==> config.mk <==
export PLATFORM = sky130hd
export DESIGN_NAME = data_row_field_deframer
export DESIGN_NICKNAME = d
export VERILOG_FILES = /design/src/sv/drfd_pkg.sv /design/src/sv/drfd_parser.sv /design/src/sv/drfd_out_reg.sv /design/src/sv/data_row_field_deframer.sv
export VERILOG_INCLUDE_DIRS = /design/src /design/src/sv
export SDC_FILE = /design/constraint.sdc
export NUM_CORES = 1
export LEC_CHECK = 0
export ABC_AREA = 1
export BUFFER_PORTS_ARGS = -buffer_cell sky130_fd_sc_hd__clkbuf_2
export CAP_MARGIN = 20
export CORE_UTILIZATION = 40
export CTS_CLUSTER_SIZE = 24
export DETAILED_ROUTE_END_ITERATION = 10
export GPL_ROUTABILITY_DRIVEN = 0
export PLACE_DENSITY = 0.63
export SYNTH_ARGS = -nofsm -noshare
export SYNTH_HDL_FRONTEND = slang
export SYNTH_SLANG_ARGS = --single-unit
export TNS_END_PERCENT = 50
==> constraint.sdc <==
create_clock -name clk -period 2.4 [get_ports clk]
set_clock_uncertainty 0.1 [all_clocks]
set_input_delay 0.12 -clock clk [delete_from_list [all_inputs] [get_ports clk]]
set_output_delay 0.12 -clock clk [all_outputs]
set_load 0.05 [all_outputs]
==> src/sv/assert_macros.svh <==
// Assertion macros shared by the row deframer modules.
// Each macro expects a signal named clk, and ASSERT_CLK also rst_n, in the module that uses it.
`ifndef ASSERT_MACROS_SVH
`define ASSERT_MACROS_SVH

// Property checked at every rising clock edge outside of reset.
`define ASSERT_CLK(label, prop, msg) \
  label: assert property (@(posedge clk) disable iff (!rst_n) (prop)) else $error(msg);

// Property checked at every rising clock edge, reset included.
`define ASSERT_ALWAYS(label, prop, msg) \
  label: assert property (@(posedge clk) (prop)) else $error(msg);

`endif

==> src/sv/drfd_pkg.sv <==
// Shared types and constants for the row field deframer.
// No dependencies; used by every module of the block.
package drfd_pkg;

  localparam logic [31:0] NULL_LENGTH = 32'hFFFF_FFFF;

  typedef enum logic [1:0] {
    PH_COUNT_HI = 2'd0,
    PH_COUNT_LO = 2'd1,
    PH_LENGTH   = 2'd2,
    PH_PAYLOAD  = 2'd3
  } phase_t;

  typedef enum logic [1:0] {
    KIND_PAYLOAD   = 2'd0,
    KIND_NULL      = 2'd1,
    KIND_EMPTY     = 2'd2,
    KIND_EMPTY_ROW = 2'd3
  } kind_t;

  typedef struct packed {
    kind_t       kind;
    logic [7:0]  out_byte;
    logic [14:0] field_index;
    logic        field_last;
    logic        row_last;
  } res_t;

endpackage

==> src/sv/drfd_parser.sv <==
// Parser state machine of the row field deframer: count, length headers, payload.
// Depends on drfd_pkg and assert_macros.svh.
`include "assert_macros.svh"

module drfd_parser (
  input  logic           clk,
  input  logic           rst_n,
  input  logic           step,      // a request is accepted this cycle
  input  logic [7:0]     in_byte,
  output logic           res_valid, // the accepted byte yields a result
  output drfd_pkg::res_t res
);

  drfd_pkg::phase_t phase_r, phase_nxt;
  logic [7:0]  count_high_r, count_high_nxt;
  logic [14:0] fields_total_r, fields_total_nxt;
  logic [14:0] field_number_r, field_number_nxt;
  logic [31:0] length_shift_r, length_shift_nxt;
  logic [1:0]  hdr_pos_r, hdr_pos_nxt;
  logic [31:0] bytes_rem_r, bytes_rem_nxt;

  logic [15:0] count;
  logic [31:0] length_full;
  logic        last_field;
  logic        end_payload;
  logic [14:0] field_inc;

  assign count       = {count_high_r, in_byte};
  assign length_full = {length_shift_r[23:0], in_byte};
  assign field_inc   = field_number_r + 15'd1;
  assign last_field  = (field_inc == fields_total_r);
  assign end_payload = (bytes_rem_r == 32'd1);

  // Next state.
  always_comb begin
    phase_nxt        = phase_r;
    count_high_nxt   = count_high_r;
    fields_total_nxt = fields_total_r;
    field_number_nxt = field_number_r;
    length_shift_nxt = length_shift_r;
    hdr_pos_nxt      = hdr_pos_r;
    bytes_rem_nxt    = bytes_rem_r;
    unique case (phase_r)
      drfd_pkg::PH_COUNT_HI: begin
        count_high_nxt = in_byte;
        phase_nxt      = drfd_pkg::PH_COUNT_LO;
      end
      drfd_pkg::PH_COUNT_LO: begin
        field_number_nxt = '0;
        if (count[15] || count == 16'd0) begin
          fields_total_nxt = '0;
          phase_nxt        = drfd_pkg::PH_COUNT_HI;
        end else begin
          fields_total_nxt = count[14:0];
          hdr_pos_nxt      = '0;
          length_shift_nxt = '0;
          phase_nxt        = drfd_pkg::PH_LENGTH;
        end
      end
      drfd_pkg::PH_LENGTH: begin
        length_shift_nxt = length_full;
        if (hdr_pos_r != 2'd3) begin
          hdr_pos_nxt = hdr_pos_r + 2'd1;
        end else begin
          hdr_pos_nxt = '0;
          if (length_full == drfd_pkg::NULL_LENGTH || length_full == 32'd0) begin
            length_shift_nxt = '0;
            bytes_rem_nxt    = '0;
            if (last_field) begin
              phase_nxt        = drfd_pkg::PH_COUNT_HI;
              field_number_nxt = '0;
            end else begin
              field_number_nxt = field_inc;
            end
          end else begin
            bytes_rem_nxt = length_full;
            phase_nxt     = drfd_pkg::PH_PAYLOAD;
          end
        end
      end
      drfd_pkg::PH_PAYLOAD: begin
        bytes_rem_nxt = bytes_rem_r - 32'd1;
        if (end_payload) begin
          hdr_pos_nxt      = '0;
          length_shift_nxt = '0;
          if (last_field) begin
            phase_nxt        = drfd_pkg::PH_COUNT_HI;
            field_number_nxt = '0;
          end else begin
            field_number_nxt = field_inc;
            phase_nxt        = drfd_pkg::PH_LENGTH;
          end
        end
      end
      default: phase_nxt = drfd_pkg::PH_COUNT_HI;
    endcase
  end

  // Result for the byte at the input.
  always_comb begin
    res_valid       = 1'b0;
    res.kind        = drfd_pkg::KIND_PAYLOAD;
    res.out_byte    = '0;
    res.field_index = field_number_r;
    res.field_last  = 1'b1;
    res.row_last    = last_field;
    unique case (phase_r)
      drfd_pkg::PH_COUNT_LO: begin
        if (count[15] || count == 16'd0) begin
          res_valid       = 1'b1;
          res.kind        = drfd_pkg::KIND_EMPTY_ROW;
          res.field_index = '0;
          res.field_last  = 1'b0;
          res.row_last    = 1'b1;
        end
      end
      drfd_pkg::PH_LENGTH: begin
        if (hdr_pos_r == 2'd3 && length_full == 32'd0) begin
          res_valid = 1'b1;
          res.kind  = drfd_pkg::KIND_EMPTY;
        end else if (hdr_pos_r == 2'd3 && length_full == drfd_pkg::NULL_LENGTH) begin
          res_valid = 1'b1;
          res.kind  = drfd_pkg::KIND_NULL;
        end
      end
      drfd_pkg::PH_PAYLOAD: begin
        res_valid      = 1'b1;
        res.out_byte   = in_byte;
        res.field_last = end_payload;
        res.row_last   = end_payload && last_field;
      end
      default: res_valid = 1'b0;
    endcase
  end

  always_ff @(posedge clk) begin
    if (!rst_n) begin
      phase_r        <= drfd_pkg::PH_COUNT_HI;
      count_high_r   <= '0;
      fields_total_r <= '0;
      field_number_r <= '0;
      length_shift_r <= '0;
      hdr_pos_r      <= '0;
      bytes_rem_r    <= '0;
    end else if (step) begin
      phase_r        <= phase_nxt;
      count_high_r   <= count_high_nxt;
      fields_total_r <= fields_total_nxt;
      field_number_r <= field_number_nxt;
      length_shift_r <= length_shift_nxt;
      hdr_pos_r      <= hdr_pos_nxt;
      bytes_rem_r    <= bytes_rem_nxt;
    end
  end

  // A payload phase always has bytes still due.
  `ASSERT_CLK(a_payload_nonzero, phase_r != drfd_pkg::PH_PAYLOAD || bytes_rem_r != 32'd0,
    "payload phase with no bytes remaining")
  // The header byte position only moves while a length is being read.
  `ASSERT_CLK(a_hdr_pos_phase, phase_r == drfd_pkg::PH_LENGTH || hdr_pos_r == 2'd0,
    "length header position left nonzero outside the length phase")
  // Inside a row the current field index stays below the field count.
  `ASSERT_CLK(a_field_in_range,
    (phase_r != drfd_pkg::PH_LENGTH && phase_r != drfd_pkg::PH_PAYLOAD) ||
    field_number_r < fields_total_r, "field index beyond the field count")

endmodule

==> src/sv/drfd_out_reg.sv <==
// Result register of the row field deframer with its stream handshake.
// Depends on drfd_pkg and assert_macros.svh.
`include "assert_macros.svh"

module drfd_out_reg (
  input  logic           clk,
  input  logic           rst_n,
  input  logic           load,      // an accepted request produced a result
  input  drfd_pkg::res_t res,
  input  logic           take,      // downstream takes the held result
  output logic           full,
  output drfd_pkg::res_t held
);

  logic           full_r, full_nxt;
  drfd_pkg::res_t held_r;

  assign full_nxt = load || (full_r && !take);

  always_ff @(posedge clk) begin
    if (!rst_n) begin
      full_r <= 1'b0;
    end else begin
      full_r <= full_nxt;
    end
  end

  always_ff @(posedge clk) begin
    if (load) begin
      held_r <= res;
    end
  end

  assign full = full_r;
  assign held = held_r;

  // Marker results never carry a data byte.
  `ASSERT_CLK(a_marker_byte_zero,
    !full_r || held_r.kind == drfd_pkg::KIND_PAYLOAD || held_r.out_byte == 8'd0,
    "marker result with a nonzero byte")
  // An empty row marker always ends the row.
  `ASSERT_CLK(a_empty_row_last,
    !full_r || held_r.kind != drfd_pkg::KIND_EMPTY_ROW || held_r.row_last,
    "empty row marker without row end")

endmodule

==> src/sv/data_row_field_deframer.sv <==
// Row field deframer: splits the body of a database row message into tagged
// payload bytes and field markers. One input byte is taken per clock cycle,
// sustained while output keeps up; each byte yields at most one result from
// the result register. The body opens with a big-endian 16-bit field count (a
// count with its top bit set counts as zero), then each field carries a
// big-endian 32-bit length; all ones marks a null field, zero an empty field,
// and any other length is followed by that many payload bytes. A row with no
// fields yields one empty row marker. After the last field, the next byte
// begins a new row. The only thing that holds back input is a result still
// waiting in the result register while the output side is stalled; the
// parser state itself is updated in the cycle a request is accepted.
// Depends on drfd_pkg, drfd_parser and drfd_out_reg.

module data_row_field_deframer (
  input  logic        clk,
  input  logic        rst_n,
  // Input byte stream.
  input  logic        in_tvalid,
  output logic        in_tready,
  input  logic [7:0]  in_tdata,   // [7:0] in_byte
  // Result stream.
  output logic        out_tvalid,
  input  logic        out_tready,
  output logic [23:0] out_tdata,  // [7:0] out_byte, [22:8] field_index, [23] zero
  output logic [2:0]  out_tuser,  // [1:0] kind, [2] field_last
  output logic        out_tlast   // row_last
);

  logic           in_accept;
  logic           res_valid;
  drfd_pkg::res_t res;
  logic           full;
  drfd_pkg::res_t held;

  // A new request is taken whenever the result register is empty or is being
  // emptied in the same cycle.
  assign in_tready = !full || out_tready;
  assign in_accept = in_tvalid && in_tready;

  drfd_parser u_parser (
    .clk       (clk),
    .rst_n     (rst_n),
    .step      (in_accept),
    .in_byte   (in_tdata),
    .res_valid (res_valid),
    .res       (res)
  );

  drfd_out_reg u_out_reg (
    .clk   (clk),
    .rst_n (rst_n),
    .load  (in_accept && res_valid),
    .res   (res),
    .take  (out_tready),
    .full  (full),
    .held  (held)
  );

  assign out_tvalid = full;
  assign out_tdata  = {1'b0, held.field_index, held.out_byte};
  assign out_tuser  = {held.field_last, held.kind};
  assign out_tlast  = held.row_last;

endmodule

==> summary.txt, run 1 <==
CP Cell Sequence: nand4_1, nor4_4, buf_4, nand2_1, nand2_2, inv_2, o21ai_1, o21ai_1, clkinvlp_4, buf_12
Area Growth Syn to Fin: 16.6%
Starting DRT DRC Count: 507
Post-Layout Cell Count: 1,270
CTS Buffer Depth: 2
Clk pin slew, worst setup/hold paths: 0.05 ns
Top FF cell, synth: dfxtp_1
dpl hpwl: 13,600 um
worst hold slack: 0.0136 ns
I/O pins: 42
Max-Cap Viols: 0
Final Cycle Share: 94.7%
vias in the first global route: 6,234
Slowest Stage Delay on Critical Path: 0.41 ns
ys async rst share: 0%
final hold vios: 0
Residual DRC: 0
adder-cell share of the synthesized area: 1.59%
largest net degree at the start of global routing: 53
CP max-delay cell: dfxtp_1
first-pass GRT wire length: 31,400 um
M3 GR Usage: 4.94%
Post-synth EDFFs: 27
register area: 2800 um^2
Synth Area in Compound Gates: 18.2%
critical path's top delay family: simple AND/OR/NAND/NOR gates
Worst EP required: 2.42 ns
met1 usage: 27.3%
row cnt: 48
Avg WL per Cell: 15.3 um
clock latency on the worst-skew pair: 0.42 ns
GRT overflow: 0
Routed Antenna Nets: 0
Post-Route WL: 19,400 um
xor and xnor area share after synthesis: 2.06%
Die Ht: 135 um
Setup Fix Bufs, Post-CTS: 0
crit end category: register
FF+latch count, synth: 126
Final #Nets: 1,054
M2 GR Usage: 37.2%
WP buf/inv: 4
CP max FO: 27
total track usage: 22.2%
final count of pins violating max slew: 0
Worst Path Arrival: 2.29 ns
Syn Nets: 1,007
Final setup violation count: 0
pwr dens: 760 nW/um^2
main combinational cell family by area after synthesis: simple AND/OR/NAND/NOR gates
CTS Sinks: 126
antenna violations before repair: 0
# diodes: 0
die footprint: 18,300 um^2
Port Buffers: 40
Pleak: 0.00339 uW
distinct cell type count after synthesis: 48
Clk Tree Root Cell: clkbuf_16
depth of the CTS H-tree: 4
Die W: 135 um
area taken by multi-input logic gates: 3700 um^2
total power: 6290 uW
startpoint class of the critical path: register
f_max: 440 MHz
outcome: finished, final reports clean
slew margin rel.: 63.3%
CTS tree: yes
mean area per synthesized cell: 7.20 um^2
Post-DP Area: 7620 um^2
Tmin final: 2.27 ns
CP dominant cell by count: o21ai_1
Hold Crit Class: input pin to register
layout cells sized above 1: 15.7%
vias per inst: 5.24
Post-Synthesis Cells: 986
Vias: 6,658
final instance area: 8280 um^2
Inst Count DP: 1,234
worst slew pin tran: 0.550 ns
Seq/Total Area, Yosys: 39.3%
WS Path Type: register to register
Initial Util: 41.1%
Fillers: 1,695
VDD IR-drop max: 0.000537 V
setup total negative slack: 0 ns
post-synthesis simple-gate area fraction: 29.3%
TritonCTS Buffers: 17
Pre-Repair DR Iteration Count: 5
Post-Syn Area: 7100 um^2
busiest grt layer: met2
Core Box Area: 17,300 um^2
Yosys warnings: 0
post-synthesis mux area share: 0%
RSZ-0062 raised after global routing: true
-- synth_stat cells, types with 2 or more instances --
cell | instances | share of area (%)
buf_6 | 7 | 1.1
buf_1 | 3 | 0.16
o21ai_0 | 72 | 5.1
a31oi_1 | 20 | 1.8
nor3_4 | 2 | 0.46
nor2_2 | 11 | 0.97
a21oi_2 | 9 | 1.1
edfxtp_1 | 27 | 11
inv_1 | 105 | 5.5
inv_2 | 2 | 0.11
a211oi_2 | 2 | 0.35
nand2_2 | 7 | 0.62
xor2_1 | 6 | 0.74
nand3_1 | 76 | 5.4
a21oi_1 | 83 | 5.8
nand2_1 | 164 | 8.7
nor2_1 | 128 | 6.8
o211ai_1 | 10 | 1.1
a211oi_1 | 9 | 0.95
nor3_1 | 8 | 0.56
buf_2 | 9 | 0.63
nand3_2 | 3 | 0.42
dfxtp_1 | 99 | 28
nand4_1 | 28 | 2.5
a221oi_1 | 2 | 0.25
clkbuf_1 | 29 | 1.5
nor2_4 | 6 | 0.95
o21ai_1 | 12 | 0.85
nor4_1 | 9 | 0.79
xnor2_1 | 8 | 0.99
nand3b_1 | 5 | 0.53
ha_1 | 9 | 1.6
-- tightest hold or removal path: stages --
cell,delay [ns]
clkbuf_2,0.15
nand3_1,0.12
a31oi_1,0.08
-- metal layers --
metal	wire, um	vias to the layer above
met5	0	-
met4	559	0
met3	932	43
met2	9200	177
met1	8680	3024
li1	-	3414
-- kinds of logic after synthesis --
logic type / after synthesis
compound gates: 226
xor+xnor: 15
fa+ha+maj: 9
buf+inv: 157
flops: 126
other cells: 1
simple gates: 452
-- path summary, 6_finish.rpt --
path / from / endpoint / slack, ns / cells past startpoint
worst max register to register: u_parser.length_shift_r[10]$_SDFFE_PN0P_ / u_out_reg.held[7]$_DFFE_PP_ / 0.13 / 10
worst min register to register: u_parser.count_high_r[3]$_SDFFE_PN0P_ / u_parser.count_high_r[3]$_SDFFE_PN0P_ / 0.36 / 2
worst max-delay path: u_parser.length_shift_r[10]$_SDFFE_PN0P_ / u_out_reg.held[7]$_DFFE_PP_ / 0.13 / 10
worst min-delay path: in_tdata[3] / u_parser.bytes_rem_r[3]$_SDFFE_PN0P_ / 0.01 / 3
-- cell usage in the layout, fill, tap and decap left out, drive strengths merged, types with 2 or more instances in the layout --
master,instances
clkinvlp,2
dlygate4sd3,5
a31oi,20
nor4,9
or2,2
inv,106
ha,9
clkbuf,64
xnor2,8
a211oi,11
nand3b,5
nor2,145
nor3,10
dfxtp,99
nand3,80
xor2,6
a221oi,2
nand2,172
clkinv,5
a21oi,93
o21ai,85
buf,33
nand4,29
edfxtp,27
o211ai,10
-- area by class of cell --
type / instances / area share [%]
Clock buffer: 24 / 5.82
Sequential cell: 126 / 33.8
Inverter: 107 / 4.90
Clock inverter: 7 / 0.756
Multi-Input combinational cell: 703 / 44.7
Timing Repair Buffer: 78 / 6.62
Tap cell: 225 / 3.40
-- power breakdown --
group	internal (uW)	switching [uW]	total (uW)
Clock	1490	927	2420
Sequential	2300	135	2440
Combinational	510	923	1430
Total	4300	1980	6290
-- stage by stage --
step                      util, %  setup WS, ns
after floorplan                 -         0.131
after global placement       44.1        0.0355
after detailed placement     44.1        0.0434
after CTS                    47.6        0.0299
after global routing         47.9       -0.0235
final                        47.9         0.127
-- what timing repair did --
action	4_1_cts	5_1_grt
gates resized for setup	1	14
pin swaps	0	2
gates cloned	0	0
hold buffers	5	0
hold endpoints to repair	6	0
endpoints found under the setup margin	43	65
-- sequential cells by signal, summed over array words and instances, names as in the netlist --
register,flops
u_parser.phase_r,2
u_parser.fields_total_r,15
u_parser.hdr_pos_r,2
u_parser.length_shift_r,24
u_out_reg.full,1
u_parser.field_number_r,15
u_parser.count_high_r,8
u_parser.bytes_rem_r,32
u_out_reg.held,27
No activity file was read; power rests on OpenSTA's default activity.
==> run 2, diff against run 1 <==
Settings changed: REMOVE_ABC_BUFFERS set to 1.
==> summary.txt, run 2 (synthesized netlist as in run 1, its figures left out) <==
outcome: finished, final reports clean (unchanged)
RSZ-0062 raised after global routing: true (unchanged)
Clk pin slew, worst setup/hold paths: 0.06 ns (was 0.05 ns)
most common cell after layout, fill and taps aside: nand2_1 (unchanged)
Vias: 6,719 (was 6,658)
TritonCTS Buffers: 17 (unchanged)
Setup WS post-layout: 0.133 ns (was 0.127 ns)
Area Growth Syn to Fin: 17.9% (was 16.6%)
Worst EP required: 2.64 ns (was 2.42 ns)
Avg WL per Cell: 14.9 um (was 15.3 um)
Port Buffers: 40 (unchanged)
met1 usage: 27.9% (was 27.3%)
clock latency on the worst-skew pair: 0.42 ns (about the same)
pwr dens: 778 nW/um^2 (was 760 nW/um^2)
Top reg by flops: u_parser.bytes_rem_r (unchanged)
Post-Route WL: 18,900 um (was 19,400 um)
CTS Sinks: 126 (unchanged)
worst slew pin tran: 0.558 ns (was 0.550 ns)
antenna violations before repair: 0 (unchanged)
Routed Antenna Nets: 0 (unchanged)
f_max: 441 MHz (was 440 MHz)
Die W: 135 um (unchanged)
CTS Buffer Depth: 2 (unchanged)
Final Cycle Share: 94.5% (was 94.7%)
vias per inst: 5.27 (was 5.24)
Slowest Stage Delay on Critical Path: 0.34 ns (was 0.41 ns)
I/O pins: 42 (unchanged)
WP depth: 10 (unchanged)
depth of the CTS H-tree: 4 (unchanged)
FF-to-FF setup slack: 0.13 ns (about the same)
max reg flops: 32 (unchanged)
M2 GR Usage: 35.5% (was 37.2%)
CP Cell Sequence: nor2_1, nand2_2, nor2_4, nand4_2, o21ai_4, nand2_4, nor2_4, buf_12, nand4_1, a21oi_1 (was nand4_1, nor4_4, buf_4, nand2_1, nand2_2, inv_2, o21ai_1, o21ai_1, clkinvlp_4, buf_12)
M3 GR Usage: 5.24% (was 4.94%)
crit end category: register (unchanged)
Residual DRC: 0 (unchanged)
WP buf/inv: 1 (was 4)
busiest grt layer: met2 (unchanged)
Worst Path Arrival: 2.51 ns (was 2.29 ns)
Hold Path Origin: in_tdata[1] (was in_tdata[3])
CP dominant cell by count: nor2_4 (was o21ai_1)
Worst R2R End: u_parser.field_number_r[0]$_SDFFE_PN0P_ (was u_out_reg.held[7]$_DFFE_PP_)
vias in the first global route: 6,095 (was 6,234)
Starting DRT DRC Count: 609 (was 507)
Final setup violation count: 0 (unchanged)
row cnt: 48 (unchanged)
Tmin final: 2.27 ns (about the same)
total power: 6510 uW (was 6290 uW)
worst hold slack: 0.0445 ns (was 0.0136 ns)
commonest non-fill, non-tap cells in the layout: nand2_1, nor2_1, inv_1 (unchanged)
DP Worst Slack: 0.147 ns (was 0.0434 ns)
slew margin rel.: 62.8% (was 63.3%)
Initial Util: 41.1% (unchanged)
Reg-to-Reg Start: u_parser.bytes_rem_r[8]$_SDFFE_PN0P_ (was u_parser.length_shift_r[10]$_SDFFE_PN0P_)
final count of pins violating max slew: 0 (unchanged)
Max-Cap Viols: 0 (unchanged)
Setup Fix Bufs, Post-CTS: 0 (unchanged)
total track usage: 21.7% (was 22.2%)
WS Path Type: register to register (unchanged)
largest net degree at the start of global routing: 59 (was 53)
GRT overflow: 0 (unchanged)
Reg2Reg Depth: 10 (unchanged)
first-pass GRT wire length: 30,800 um (was 31,400 um)
Final #Nets: 1,057 (was 1,054)
die footprint: 18,300 um^2 (unchanged)
CP max-delay cell: dfxtp_1 (unchanged)
Pleak: 0.00344 uW (was 0.00339 uW)
CTS tree: yes (unchanged)
final hold vios: 0 (unchanged)
Clk Tree Root Cell: clkbuf_16 (unchanged)
Hold Crit Class: input pin to register (unchanged)
Core Box Area: 17,300 um^2 (unchanged)
Die Ht: 135 um (unchanged)
layout cells sized above 1: 15.6% (was 15.7%)
Critical Path Start: u_parser.bytes_rem_r[8]$_SDFFE_PN0P_ (was u_parser.length_shift_r[10]$_SDFFE_PN0P_)
CP endpoint: u_parser.field_number_r[0]$_SDFFE_PN0P_ (was u_out_reg.held[7]$_DFFE_PP_)
CP max FO: 29 (was 27)
VDD IR-drop max: 0.000656 V (was 0.000537 V)
Final Util: 48.4% (was 47.9%)
startpoint class of the critical path: register (unchanged)
# diodes: 0 (unchanged)
critical path's top delay family: simple AND/OR/NAND/NOR gates (unchanged)
Pre-Repair DR Iteration Count: 8 (was 5)
dpl hpwl: 13,100 um (was 13,600 um)
[run 2: cell type report]
type | instances | area (um^2)
clock inverter | 8 | 101
clock buffer | 24 | 512
multi-input combinational | 703 | 3680
sequential | 126 | 2790
inverter | 107 | 402
tap | 225 | 282
timing repair buffer | 81 | 603
fill | 1706 | 8920
[run 2: power by group]
group / internal, uW / switching, uW
Combinational: 505 / 922
Sequential: 2300 / 139
Clock: 1690 / 948
[run 2: worst min path at each step]
| stage | endpoint | slack [ns] | cells past startpoint |
|---|---|---|---|
| 6_report | u_parser.fields_total_r[1]$_SDFFE_PN0P_ | 0.04 | 4 |
| 5_1_grt | u_parser.fields_total_r[1]$_SDFFE_PN0P_ | 0.06 | 4 |
| 4_1_cts | u_parser.fields_total_r[1]$_SDFFE_PN0P_ | 0.03 | 4 |
| 3_5_place_dp | u_parser.count_high_r[6]$_SDFFE_PN0P_ | 0.36 | 2 |
| 3_3_place_gp | u_parser.count_high_r[4]$_SDFFE_PN0P_ | 0.35 | 2 |
| 2_1_floorplan | u_parser.phase_r[0]$_SDFFE_PN0P_ | 0.14 | 2 |
[run 2: through the flow]
step                std cells  area [um^2]  setup TNS (ns)
floorplan                 936         6840          -34.07
global placement         1234         7640               0
detailed placement       1234         7640               0
CTS                      1274         8340               0
global route             1274         8380        -0.00736
finish                   1274         8380               0
[run 2: repair_timing]
item | 4_1_cts | 5_1_grt
hold buffers | 8 | 0
endpoints found under the setup margin | 0 | 43
resized for setup | 0 | 14
endpoints found under the hold margin | 16 | 0
[run 2: tightest hold or removal path, cell delays in order]
cell      delay (ns)
clkbuf_2        0.12
buf_4           0.17
nand2_1         0.06
a21oi_1         0.05
[run 2: layer usage]
metal	part of all wire, %	vias up
met5	0	-
met4	1.9	0
met3	4.4	31
met2	48	187
met1	46	3070
li1	-	3431
==> run 3, diff against run 2 <==
Settings changed: CORE_ASPECT_RATIO set to 1.2.
==> summary.txt, run 3 (synthesized netlist as in run 1, its figures left out) <==
outcome: finished, final reports clean (unchanged)
Worst EP required: 2.52 ns (was 2.64 ns)
Avg WL per Cell: 15.6 um (was 14.9 um)
Die W: 124 um (was 135 um)
Starting DRT DRC Count: 489 (was 609)
final hold vios: 0 (unchanged)
max reg flops: 32 (unchanged)
GRT overflow: 0 (unchanged)
clock latency on the worst-skew pair: 0.43 ns (was 0.42 ns)
Inst Count DP: 1,223 (was 1,234)
Residual DRC: 0 (unchanged)
Setup Fix Bufs, Post-CTS: 0 (unchanged)
Tmin final: 2.22 ns (was 2.27 ns)
CTS Buffer Depth: 2 (unchanged)
Die Ht: 148 um (was 135 um)
Hold Crit Class: input pin to register (unchanged)
vias in the first global route: 6,307 (was 6,095)
RSZ-0062 raised after global routing: true (unchanged)
row cnt: 53 (was 48)
layout cells sized above 1: 15.0% (was 15.6%)
f_max: 451 MHz (was 441 MHz)
CP max-delay cell: dfxtp_1 (unchanged)
depth of the CTS H-tree: 4 (unchanged)
final count of pins violating max slew: 0 (unchanged)
Vias: 6,622 (was 6,719)
CP dominant cell by count: nand2_1 (was nor2_4)
Max-Cap Viols: 0 (unchanged)
Worst Path Arrival: 2.34 ns (was 2.51 ns)
Area Growth Syn to Fin: 16.6% (was 17.9%)
vias per inst: 5.25 (was 5.27)
worst slew pin tran: 0.542 ns (was 0.558 ns)
Slowest Stage Delay on Critical Path: 0.42 ns (was 0.34 ns)
startpoint class of the critical path: register (unchanged)
WS Path Type: register to register (unchanged)
Clk Tree Root Cell: clkbuf_16 (unchanged)
largest net degree at the start of global routing: 53 (was 59)
Pleak: 0.00339 uW (was 0.00344 uW)
pwr dens: 796 nW/um^2 (was 778 nW/um^2)
TritonCTS Buffers: 17 (unchanged)
dpl hpwl: 13,800 um (was 13,100 um)
Final setup violation count: 0 (unchanged)
Port Buffers: 40 (unchanged)
total power: 6590 uW (was 6510 uW)
total track usage: 22.9% (was 21.7%)
Initial Util: 40.7% (was 41.1%)
Post-Layout Cell Count: 1,261 (was 1,274)
Core Box Area: 17,400 um^2 (was 17,300 um^2)
final instance area: 8280 um^2 (was 8380 um^2)
VDD IR-drop max: 0.000552 V (was 0.000656 V)
CTS tree: yes (unchanged)
Setup WS post-layout: 0.180 ns (was 0.133 ns)
critical path's top delay family: simple AND/OR/NAND/NOR gates (unchanged)
die footprint: 18,300 um^2 (about the same)
crit end category: register (unchanged)
Top reg by flops: u_parser.bytes_rem_r (unchanged)
first-pass GRT wire length: 31,900 um (was 30,800 um)
Post-DP Area: 7550 um^2 (was 7640 um^2)
Final Cycle Share: 92.5% (was 94.5%)
Routed Antenna Nets: 0 (unchanged)
# diodes: 0 (unchanged)
Post-Route WL: 19,600 um (was 18,900 um)
antenna violations before repair: 0 (unchanged)
Clk pin slew, worst setup/hold paths: 0.06 ns (about the same)
commonest non-fill, non-tap cells in the layout: nand2_1, nor2_1, inv_1 (unchanged)
CP max FO: 6 (was 29)
Final #Nets: 1,049 (was 1,057)
most common cell after layout, fill and taps aside: nand2_1 (unchanged)
DP Worst Slack: 0.0989 ns (was 0.147 ns)
slew margin rel.: 63.8% (was 62.8%)
CP Cell Sequence: nand2_1, inv_1, nand2_1, nor2_2, nand2_1, nand2_1, nand3_1, nand2_1, nand3_1, nor2_1, nand2_2, o21ai_0 (was nor2_1, nand2_2, nor2_4, nand4_2, o21ai_4, nand2_4, nor2_4, buf_12, nand4_1, a21oi_1)
CTS Sinks: 126 (unchanged)
I/O pins: 42 (unchanged)
WP buf/inv: 1 (unchanged)
Pre-Repair DR Iteration Count: 5 (was 8)
Final Util: 47.5% (was 48.4%)
[run 3: changes by cell type in the layout (fill, tap and decap cells not counted), sizes merged]
cell         change
buf              -6
dlygate4sd3      -2
inv              -1
bufinv           +1
clkinvlp         +1
clkbuf           -1
[run 3: routing by layer]
metal  share of wire, %  global-route usage, %  vias to the layer above
li1                   -                      -                     3408
met4                3.0                   11.1                        0
met3                3.2                   4.71                       45
met1                 43                   26.0                     3043
met2                 51                   40.0                      126
met5                  0                      0                        -
[run 3: report_power, final]
part           total [uW]  internal (uW)  leakage (uW)  switching (uW)
Clock                2730           1770      0.000301             961
Combinational        1410            491       0.00204             919
Sequential           2450           2300       0.00104             142
[run 3: tightest hold or removal path: stages]
cell and delay [ns]:
clkbuf_2 0.15, a31oi_1 0.18, a211oi_1 0.06
[run 3: repair_timing]
action / in CTS / in global routing
setup endpoints to repair: 0 / 44
endpoints found under the hold margin: 6 / 0
resized for setup: 0 / 10
hold buffers: 6 / 0
[run 3: per-stage QoR]
stage | setup TNS [ns] | hold slack (ns)
final | 0 | 0.0385
after global routing | -0.0254 | 0.0249
after CTS | 0 | 0.0200
after detailed placement | 0 | 0.356
after global placement | 0 | 0.355
after floorplan | -34.07 | 0.140
[run 3: final timing paths]
check	startpoint	slack, ns	to	depth (start not counted)
worst min register to register	u_parser.count_high_r[5]$_SDFFE_PN0P_	0.36	u_parser.count_high_r[5]$_SDFFE_PN0P_	2
worst min-delay path	in_tdata[5]	0.04	u_parser.length_shift_r[5]$_SDFFE_PN0P_	3
worst max-delay path	u_parser.field_number_r[6]$_SDFFE_PN0P_	0.18	u_out_reg.held[0]$_DFFE_PP_	12
worst max register to register	u_parser.field_number_r[6]$_SDFFE_PN0P_	0.18	u_out_reg.held[0]$_DFFE_PP_	12
[run 3: layout make-up]
class / count / area, um^2
inverters: 107 / 402
flip-flops and latches: 126 / 2790
multi-input cells: 703 / 3680
repair buffers: 73 / 500
fillers: 1745 / 9160
clock inverters: 9 / 129
well taps: 220 / 275
clock buffers: 23 / 499
